[config.mk]
export PLATFORM = sky130hd
export DESIGN_NAME = xor_float_delta_encoder_unit
export DESIGN_NICKNAME = d
export VERILOG_FILES = /design/src/hdl/xfde_pkg.sv /design/src/hdl/xfde_encoder.sv /design/src/hdl/xfde_out_buffer.sv /design/src/hdl/xor_float_delta_encoder_unit.sv
export VERILOG_INCLUDE_DIRS = /design/src /design/src/hdl
export SDC_FILE = /design/constraint.sdc
export NUM_CORES = 1
export LEC_CHECK = 0
export ABC_CLOCK_PERIOD_IN_PS = 8400
export BUFFER_PORTS_ARGS = -buffer_cell sky130_fd_sc_hd__buf_2
export CORE_ASPECT_RATIO = 1.4
export CORE_UTILIZATION = 62
export DETAILED_ROUTE_END_ITERATION = 7
export GPL_TIMING_DRIVEN = 0
export PLACE_DENSITY = 0.87
export SLEW_MARGIN = 10
export SYNTH_ARGS = -nofsm -noshare
export SYNTH_HDL_FRONTEND = slang
export SYNTH_SLANG_ARGS = --single-unit
[constraint.sdc]
create_clock -name clock -period 8.4 [get_ports clock]
set_clock_uncertainty 0.2 [all_clocks]
set_input_delay 1.26 -clock clock [delete_from_list [all_inputs] [get_ports clock]]
set_output_delay 1.26 -clock clock [all_outputs]
set_load 0.03 [all_outputs]
[src/hdl/xor_float_delta_encoder_unit_macros.svh]
// Assertion macros for the XOR float delta encoder.
// Pulled in by the modules that carry concurrent checks; depends on nothing.
`ifndef XOR_FLOAT_DELTA_ENCODER_UNIT_MACROS_SVH
`define XOR_FLOAT_DELTA_ENCODER_UNIT_MACROS_SVH

// cond true on an edge requires expr on the same edge
`define XFDE_ASSERT_NOW(label, clk, rst, cond, expr) \
   label: assert property (@(posedge clk) disable iff (rst) (cond) |-> (expr)) \
      else $error("xfde check failed");

// cond true on an edge requires expr on the next edge
`define XFDE_ASSERT_NEXT(label, clk, rst, cond, expr) \
   label: assert property (@(posedge clk) disable iff (rst) (cond) |=> (expr)) \
      else $error("xfde check failed");

`endif

[src/hdl/xfde_pkg.sv]
// Shared types and constants for the XOR float delta encoder.
// No dependencies; used by the encoder core, result buffer and top level.
package xfde_pkg;

   localparam int unsigned ValueWidth = 64;
   localparam int unsigned LenWidth   = 7;
   localparam int unsigned LeadWidth  = 5;
   localparam int unsigned MlenWidth  = 6;

   localparam logic [LenWidth-1:0]  FullLength        = 7'd64;
   localparam logic [LenWidth-1:0]  ZeroLength        = 7'd1;
   localparam logic [LenWidth-1:0]  ReuseHeaderLength = 7'd2;
   localparam logic [LenWidth-1:0]  NewHeaderLength   = 7'd13;
   localparam logic [LeadWidth-1:0] LeadCap           = 5'd31;
   localparam logic [1:0]           CtlReuse          = 2'b10;
   localparam logic [1:0]           CtlNewWindow      = 2'b11;

   typedef struct packed {
      logic [ValueWidth-1:0] bits;
      logic [LenWidth-1:0]   length;
      logic                  last;
   } chunk_type;

   typedef struct packed {
      chunk_type head;
      chunk_type tail;
      logic      two;
   } encode_type;

   typedef struct packed {
      logic                  first_pending;
      logic [ValueWidth-1:0] previous_value;
      logic [LeadWidth-1:0]  window_leading;
      logic [LenWidth-1:0]   window_length;
   } state_type;

endpackage

[src/hdl/xfde_encoder.sv]
// Combinational encode of one sample against the stored encoder state.
// Depends on xfde_pkg; produces the header/payload chunks and next state.
module xfde_encoder (
   input  logic [xfde_pkg::ValueWidth-1:0] value_bits,
   input  xfde_pkg::state_type             state,
   output xfde_pkg::encode_type            code,
   output xfde_pkg::state_type             next_state
);

   function automatic logic [6:0] count_lead(input logic [63:0] v);
      logic [3:0] grp_cnt [8];
      logic [7:0] grp;
      logic [6:0] n;
      logic       done;
      for (int g = 0; g < 8; g++) begin
         grp        = v[63-8*g -: 8];
         grp_cnt[g] = 4'd8;
         for (int b = 0; b < 8; b++) begin
            if (grp[7-b] && grp_cnt[g] == 4'd8) begin
               grp_cnt[g] = 4'(b);
            end
         end
      end
      n    = 7'd64;
      done = 1'b0;
      for (int g = 0; g < 8; g++) begin
         if (!done && grp_cnt[g] != 4'd8) begin
            n    = 7'(8*g) + {3'b000, grp_cnt[g]};
            done = 1'b1;
         end
      end
      return n;
   endfunction

   logic [63:0] x;
   logic [63:0] x_rev;
   logic [6:0]  lz;
   logic [6:0]  tz;
   logic [4:0]  lead;
   logic [7:0]  mlen_wide;
   logic [7:0]  mlen_m1;
   logic [7:0]  wsum;
   logic [7:0]  wtrail;
   logic        fit;

   always_comb begin
      x = value_bits ^ state.previous_value;
      for (int i = 0; i < 64; i++) begin
         x_rev[i] = x[63-i];
      end
   end

   assign lz        = count_lead(x);
   assign tz        = count_lead(x_rev);
   assign lead      = (lz > 7'd31) ? xfde_pkg::LeadCap : lz[4:0];
   assign mlen_wide = 8'd64 - {3'b000, lead} - {1'b0, tz};
   assign mlen_m1   = mlen_wide - 8'd1;
   assign wsum      = {3'b000, state.window_leading} + {1'b0, state.window_length};
   assign wtrail    = 8'd64 - wsum;
   assign fit       = (state.window_length != 7'd0) && (wsum <= 8'd64)
                      && (lead >= state.window_leading) && ({1'b0, tz} >= wtrail);

   always_comb begin
      next_state                = state;
      next_state.first_pending  = 1'b0;
      next_state.previous_value = value_bits;
      code.two                  = 1'b0;
      code.tail.bits            = x >> tz;
      code.tail.length          = mlen_wide[6:0];
      code.tail.last            = 1'b1;
      code.head.last            = 1'b1;
      if (state.first_pending) begin
         code.head.bits   = value_bits;
         code.head.length = xfde_pkg::FullLength;
      end else if (x == 64'd0) begin
         code.head.bits   = 64'd0;
         code.head.length = xfde_pkg::ZeroLength;
      end else if (fit) begin
         code.two         = 1'b1;
         code.head.bits   = 64'(xfde_pkg::CtlReuse);
         code.head.length = xfde_pkg::ReuseHeaderLength;
         code.head.last   = 1'b0;
         code.tail.bits   = x >> wtrail[6:0];
         code.tail.length = state.window_length;
      end else begin
         code.two                  = 1'b1;
         code.head.bits            = 64'({xfde_pkg::CtlNewWindow, lead, mlen_m1[5:0]});
         code.head.length          = xfde_pkg::NewHeaderLength;
         code.head.last            = 1'b0;
         next_state.window_leading = lead;
         next_state.window_length  = mlen_wide[6:0];
      end
   end

endmodule

[src/hdl/xfde_out_buffer.sv]
// Two-slot result register: the presented chunk plus one pending payload chunk.
// Depends on xfde_pkg and the assertion macro header.
`include "xor_float_delta_encoder_unit_macros.svh"

module xfde_out_buffer (
   input  logic                           clock,
   input  logic                           reset,
   input  logic                           load,
   input  xfde_pkg::encode_type           code,
   output logic                           can_load,
   output logic                           rsp_valid,
   input  logic                           rsp_stall,
   output logic [xfde_pkg::ValueWidth-1:0] rsp_code_bits,
   output logic [xfde_pkg::LenWidth-1:0]  rsp_code_length,
   output logic                           rsp_last_chunk
);

   xfde_pkg::chunk_type out_ff,  out_in;
   xfde_pkg::chunk_type pend_ff, pend_in;
   logic out_valid_ff,  out_valid_in;
   logic pend_valid_ff, pend_valid_in;
   logic take;

   assign take     = out_valid_ff && !rsp_stall;
   assign can_load = !out_valid_ff || (!pend_valid_ff && !rsp_stall);

   always_comb begin
      out_in        = out_ff;
      pend_in       = pend_ff;
      out_valid_in  = out_valid_ff;
      pend_valid_in = pend_valid_ff;
      if (load) begin
         out_in        = code.head;
         pend_in       = code.tail;
         out_valid_in  = 1'b1;
         pend_valid_in = code.two;
      end else if (take) begin
         out_in        = pend_ff;
         out_valid_in  = pend_valid_ff;
         pend_valid_in = 1'b0;
      end
   end

   always_ff @(posedge clock) begin
      if (reset) begin
         out_valid_ff  <= 1'b0;
         pend_valid_ff <= 1'b0;
      end else begin
         out_valid_ff  <= out_valid_in;
         pend_valid_ff <= pend_valid_in;
      end
   end

   always_ff @(posedge clock) begin
      out_ff  <= out_in;
      pend_ff <= pend_in;
   end

   assign rsp_valid       = out_valid_ff;
   assign rsp_code_bits   = out_ff.bits;
   assign rsp_code_length = out_ff.length;
   assign rsp_last_chunk  = out_ff.last;

   `XFDE_ASSERT_NOW(pend_needs_out, clock, reset, pend_valid_ff, out_valid_ff)
   `XFDE_ASSERT_NOW(single_is_last, clock, reset, out_valid_ff && !pend_valid_ff, rsp_last_chunk)
   `XFDE_ASSERT_NOW(head_not_last, clock, reset, pend_valid_ff, !rsp_last_chunk)
   `XFDE_ASSERT_NEXT(load_shows, clock, reset, load, rsp_valid && rsp_code_length != 7'd0)

endmodule

[src/hdl/xor_float_delta_encoder_unit.sv]
// Channel  Direction  Ports
// req      in         req_valid, req_stall, req_value_bits
// rsp      out        rsp_valid, rsp_stall, rsp_code_bits, rsp_code_length, rsp_last_chunk
// A transaction is registered, encoded in one pass and loaded into the result register,
// which shows its first chunk; a raw or zero-delta sample gives one chunk, others two.
// Sustained rate is one sample per cycle for single-chunk codes while rsp_stall is low;
// a two-chunk code holds the next sample until its payload leaves the two-slot register.
// Synchronous active-high reset clears the state to first-sample mode; req_stall rises while
// the input register holds a transaction and the shown chunk is stalled or a payload is pending.
module xor_float_delta_encoder_unit (
   input  logic                            clock,
   input  logic                            reset,
   input  logic                            req_valid,
   output logic                            req_stall,
   input  logic [xfde_pkg::ValueWidth-1:0] req_value_bits,
   output logic                            rsp_valid,
   input  logic                            rsp_stall,
   output logic [xfde_pkg::ValueWidth-1:0] rsp_code_bits,
   output logic [xfde_pkg::LenWidth-1:0]   rsp_code_length,
   output logic                            rsp_last_chunk
);

   logic                            in_valid_ff, in_valid_in;
   logic [xfde_pkg::ValueWidth-1:0] in_value_ff, in_value_in;
   xfde_pkg::state_type             state_ff, state_in;
   xfde_pkg::state_type             next_state;
   xfde_pkg::encode_type            code;
   logic                            can_load;
   logic                            advance;
   logic                            req_take;

   assign advance   = in_valid_ff && can_load;
   assign req_stall = in_valid_ff && !can_load;
   assign req_take  = req_valid && !req_stall;

   always_comb begin
      in_valid_in = in_valid_ff;
      in_value_in = in_value_ff;
      if (req_take) begin
         in_valid_in = 1'b1;
         in_value_in = req_value_bits;
      end else if (advance) begin
         in_valid_in = 1'b0;
      end
      state_in = advance ? next_state : state_ff;
   end

   always_ff @(posedge clock) begin
      if (reset) begin
         in_valid_ff             <= 1'b0;
         state_ff.first_pending  <= 1'b1;
         state_ff.previous_value <= '0;
         state_ff.window_leading <= '0;
         state_ff.window_length  <= '0;
      end else begin
         in_valid_ff <= in_valid_in;
         state_ff    <= state_in;
      end
   end

   always_ff @(posedge clock) begin
      in_value_ff <= in_value_in;
   end

   xfde_encoder u_encoder (
      .value_bits (in_value_ff),
      .state      (state_ff),
      .code       (code),
      .next_state (next_state)
   );

   xfde_out_buffer u_out_buffer (
      .clock           (clock),
      .reset           (reset),
      .load            (advance),
      .code            (code),
      .can_load        (can_load),
      .rsp_valid       (rsp_valid),
      .rsp_stall       (rsp_stall),
      .rsp_code_bits   (rsp_code_bits),
      .rsp_code_length (rsp_code_length),
      .rsp_last_chunk  (rsp_last_chunk)
   );

endmodule

==> results.md, run 1 <==
- Status: aborted with a tool error
- Stopping stage: global routing
- Stop err: [ERROR GRT-0116] Global routing finished with congestion. Check the congestion regions in the DRC Viewer.
- Post-Synth XOR/XNOR Area: under 10%
- Die Ht: around 220 um
- CTS Sinks: between 200 and 300
- Async S/R FF share, synth: 0%
- Main combinational cell family by area after synthesis: compound AO/OA/AOI/OAI gates
- Synth Area in Compound Gates: roughly a fifth
- Starting density of the core: between 60% and 70%
- Placed cell areas: ~0.022 mm^2
- Syn_nets: about 2.4k
- Vias in the first global route: between 20k and 25k
- Number of cell rows: 78
- Post-CTS resize count: 0
- Largest net degree at the start of global routing: just under 70
- Post-synthesis mux area share: approximately 14%
- Hold bufs inserted after CTS: 0
- Post-synthesis sequential area ratio: between 30% and 40%
- Inserted Clock Buffers: 27
- Cells after Synth: around 2.3k
- Ports: 142
- Synth Flop Type: edfxtp_1
- # port buffers: 140
- Synth warn: 0
- Syn_area_per_cell: 8.66 um^2
- Cells after DPL: approximately 3k
- Cell Area, Synth: slightly above 0.02 mm^2
- Yosys cell types: 80
- Post-synth EDFFs: slightly above 200
- Setup Buffers After CTS: 0
- Global-route wire length before repair: around 130 mm
- Final GP Congestion: approximately 1.6
- Remaining global-route overflow: 7
- H-tree Lvls: 1
- DIE WIDTH: between 150 and 200 um
- Overall Global Routing Usage: a little over half
- Register bit total from synthesis: ~290
- Pre-CTS WS: about 570 ps
- Clock root cell: clkbuf_16
- Synth Area in Adders: slightly below 2%
- Simple-Gate Fraction of Synth Area: roughly 18%
- HPWL after DPL: ~63 mm
- CTS Buffer Depth: 3
==> layer usage <==
metal,GRT usage [%],GRT overflow
met1,58.9,0
met2,71.8,2
met3,34.3,0
met4,46.1,5
met5,14.9,0
==> cells by family after synthesis <==
group | after synthesis
DFF | 287
adders and majority gates | 31
buffers and inverters | 193
AOI/OAI and AO/OA | 609
muxes | 256
xor gates and xnor gates | 134
and+or+nand+nor | 839
==> per-stage QoR <==
step	hold WS (ps)	util (%)
floorplan	248	-
detailed placement	263	67.2
CTS	271	69.8
global placement	256	66.9
==> synth_stat cells (6+ instances only) <==
| master | n | area, um^2 |
|---|---|---|
| nand4_1 | 15 | 93.8 |
| o21ai_1 | 13 | 65.1 |
| o32ai_1 | 6 | 52.6 |
| xnor2_1 | 63 | 552 |
| nand2_1 | 442 | 1660 |
| a22oi_1 | 18 | 135 |
| o211ai_1 | 37 | 278 |
| o21a_1 | 9 | 67.6 |
| a31oi_1 | 15 | 93.8 |
| o22ai_1 | 40 | 250 |
| a21oi_1 | 202 | 1010 |
| and2_1 | 15 | 93.8 |
| edfxtp_1 | 207 | 6220 |
| dfxtp_1 | 80 | 1600 |
| ha_1 | 29 | 363 |
| mux2i_1 | 210 | 2100 |
| buf_1 | 29 | 109 |
| a21o_1 | 14 | 105 |
| o221ai_1 | 12 | 105 |
| nor3_1 | 29 | 145 |
| o211a_1 | 9 | 90.1 |
| a311oi_1 | 6 | 52.6 |
| a211oi_1 | 32 | 240 |
| o21ai_0 | 133 | 666 |
| nand3_1 | 80 | 400 |
| clkbuf_1 | 108 | 405 |
| mux4_2 | 11 | 248 |
| and3_1 | 8 | 50.1 |
| nand2b_1 | 9 | 56.3 |
| mux2_2 | 31 | 349 |
| inv_1 | 34 | 128 |
| nor2_1 | 204 | 766 |
| xor2_1 | 71 | 622 |
| buf_2 | 9 | 45.0 |
| nor4_1 | 13 | 81.3 |
==> run 2: changes to the inputs <==
--- a/config.mk
+++ b/config.mk
@@ -8,11 +8,10 @@
 export LEC_CHECK = 0
 export ABC_CLOCK_PERIOD_IN_PS = 8400
 export BUFFER_PORTS_ARGS = -buffer_cell sky130_fd_sc_hd__buf_2
-export CORE_ASPECT_RATIO = 1.4
-export CORE_UTILIZATION = 62
+export CORE_UTILIZATION = 40
 export DETAILED_ROUTE_END_ITERATION = 7
 export GPL_TIMING_DRIVEN = 0
-export PLACE_DENSITY = 0.87
+export PLACE_DENSITY_LB_ADDON = 0.15
 export SLEW_MARGIN = 10
 export SYNTH_ARGS = -nofsm -noshare
 export SYNTH_HDL_FRONTEND = slang
==> run 2 against run 1 <==
The flow now finishes, with violations (negative setup slack); area after synthesis stayed put; synthesized cell count stayed put.
==> results.md, run 2 <==
- Max reg flops: 77
- CTS Sinks: 287 (unchanged)
- TritonRoute pass-1 iters: 6
- Tcrit/Tclk final: 102%
- Async S/R FF share, synth: 0% (unchanged)
- Crit start category: flop
- Final std cells w/o fill: 3234
- Slew HR: around an eighth
- Synth cell count leaders: 442 x nand2_1, 210 x mux2i_1, 207 x edfxtp_1
- Worst setup path start: in_value_ff[54]$_DFFE_PP_
- Vias in the first global route: 19.1k
- # port buffers: 140 (unchanged)
- Via-to-Cell Ratio: 6.40
- Max Clock Freq: about 120 MHz
- Worst r2r path cells: 24
- Crit end category: flop
- Internal reg-to-reg setup slack: -140 ps
- Max Cap Viol: 0
- Unrepaired setup endpoints after global routing: true
- Post-synthesis sequential area ratio: 38.4% (unchanged)
- Hold WC Path Type: reg2reg
- Cells after Synth: 2349 (unchanged)
- CTS Buffer Depth: 3 (unchanged)
- DR vias: between 20k and 25k
- Fin Setup TNS: -169 ps
- Core ar.: 0.0502 mm^2
- Hold wc startpoint: state_ff[29]$_SDFFE_PP0P_
- Post-route minimum period: roughly 8500 ps
- Critical R2R Capture: u_out_buffer.pend_ff[67]$_DFFE_PP_
- Syn_area_per_cell: 8.66 um^2 (unchanged)
- Setup ws final: -139 ps
- Register bit total from synthesis: 287 (unchanged)
- Overall Global Routing Usage: just over 40%
- Status: finished with violations
- Post-detailed-routing wire length: 108 mm
- Wire length per cell: roughly 34 um
- Synth Flop Type: edfxtp_1
- HPWL after DPL: 88.6 mm (+40%)
- Initial antenna violation count: 6
- Cells after DPL: 3166 (+7.9%)
- Top-count cell post-synth: nand2_1
- CP arrival: 8690 ps
- Yosys cell types: 80 (unchanged)
- Critical path type: reg2reg
- Most frequent cells in the layout: 442 x nand2_1, 210 x mux2i_1, 207 x edfxtp_1
- Die Ht: 228 um (+5.2%)
- Die footprint: 0.0518 mm^2
- Starting density of the core: 40.6% (-22 points)
- Clock root cell: clkbuf_16
- DR iter-0 viols: 2978
- Area delta synth->final: 14.1%
- Hold_ws: between 200 and 300 ps
- Syn_nets: 2448 (unchanged)
- Most common cell after layout, fill and taps aside: nand2_1
- Power consumption: 5540 uW
- Hold depth: 2
- Post-synth top area share: 30.6% (unchanged)
- Final Net Count: roughly 2.6k
- Number of cell rows: 82 (+5.1%)
- Worst-Margin Slew: 1280 ps
- Clk_lat worst skew: 580 ps
- Global-route wire length before repair: 147 mm
- Ports: 142 (unchanged)
- Cell taking the most area after synthesis: edfxtp_1
- Inserted Clock Buffers: 31 (+15%)
- Pwr dens: 239 mW/mm^2
- Largest net degree at the start of global routing: 43
- DIE WIDTH: 228 um (+47%)
- H-tree Lvls: 1 (unchanged)
- Final setup viols: 2
- Cell Area, Synth: 0.0203 mm^2 (unchanged)
- CTS tree: done
- Top Registers: state_ff (77), u_out_buffer.pend_ff (71)
- Synth warn: 0 (unchanged)
- DRC viols: 0
- Post-synth EDFFs: 207 (unchanged)
- Lkg Pwr: about 0.0095 uW
- Slew Limit Fails: 0
- CP max FO: 11
- Hold Fails Final Rpt: 0
- Peak VDD IR: around 0.00017 V
- ANT nets after route: 0
- Top reg by flops: state_ff
- Violated checks: negative setup slack
- Remaining global-route overflow: 0
- CTS clock-pin slew for the worst setup and hold paths: about 60 ps
- End of the worst hold path: state_ff[29]$_SDFFE_PP0P_
- Worst r2r src: in_value_ff[54]$_DFFE_PP_
- Synth top area cells: edfxtp_1 31%, mux2i_1 10%, nand2_1 8.2%
- CP Data Required Time: roughly 8600 ps
- Layout cells sized above 1: 12.0%
- Final GP Congestion: 1.12 (-30%)
- Hold bufs inserted after CTS: 0 (unchanged)
- Pre-CTS WS: -807 ps (-1370 ps)
-- run 2: cell counts after synthesis --
No cell type changed its count.
-- run 2: metrics by stage --
step	utilization [%]	instance area [um^2]
finish	46.2	23200
detailed placement	43.9	22000
global placement	43.6	21900
CTS	46.1	23100
floorplan	-	20300
global route	46.2	23200
-- run 2: area by class of cell --
class	count	area, um^2
Fill cell	4956	27000
Tap cell	672	841
Sequential cell	287	7820
Inverter	39	156
Timing Repair Buffer	153	861
Clock inverter	15	189
Antenna cell	4	10.0
Multi-Input combinational cell	1869	11800
Clock buffer	42	877
Buffer	153	641
-- run 2: critical path, stage by stage (launching register included) --
cell and delay (ps):
edfxtp_1 730, xor2_2 420, nor4_1 140, and2_1 240, nand3_1 460, clkinvlp_4 380
a221oi_1 630, o21ai_4 230, inv_2 110, buf_6 170, buf_6 220, buf_2 340
ha_1 280, nand2b_1 130, a21o_1 170, a21o_1 180, a21oi_1 200, o21ai_0 130
o2111a_1 200, nand2_1 420, nand2_1 550, nor2_2 590, clkbuf_1 570, nand3_1 300
o21ai_0 260
-- run 2: how the worst max path moves through the flow --
stage	end	slack, ps	cells after the start
after global routing	u_out_buffer.pend_ff[67]$_DFFE_PP_	-40	24
after floorplan	u_out_buffer.pend_ff[19]$_DFFE_PP_	2550	23
after CTS	u_out_buffer.pend_ff[19]$_DFFE_PP_	10	23
after detailed placement	u_out_buffer.pend_ff[19]$_DFFE_PP_	-810	23
after global placement	u_out_buffer.pend_ff[19]$_DFFE_PP_	-1040	23
final	u_out_buffer.pend_ff[67]$_DFFE_PP_	-140	24
-- run 2: what timing repair did --
action / CTS / global route
resized for setup: 8 / 10
pin swaps: 1 / 2
setup endpoints to repair: 46 / 27
buffers inserted: 2 / 6
-- run 2: power breakdown --
| part | switching, uW | total [uW] | internal (uW) |
|---|---|---|---|
| Clock | 572 | 1420 | 851 |
| Sequential | 74.8 | 1750 | 1670 |
| Combinational | 1720 | 2370 | 650 |
-- run 2: kinds of logic (layout without fill, tap and decap cells) --
kind of cell | after synthesis | in the layout | synth area share, %
other | 0 | 4 | 0
AOI/OAI and AO/OA | 609 | 609 | 18.8
adders and majority gates | 31 | 31 | 1.98
and+or+nand+nor | 839 | 839 | 17.7
xor gates and xnor gates | 134 | 134 | 5.77
DFF | 287 | 287 | 38.4
buffers and inverters | 193 | 402 | 3.85
muxes | 256 | 256 | 13.5
-- run 2: layer usage --
layer / routed length (um) / GRT usage, %
met5: 8 / 0
met1: 43600 / 55.2
met3: 13000 / 11.6
met2: 43800 / 59.0
met4: 8120 / 25.6
Power figures use the tool's default switching activity.
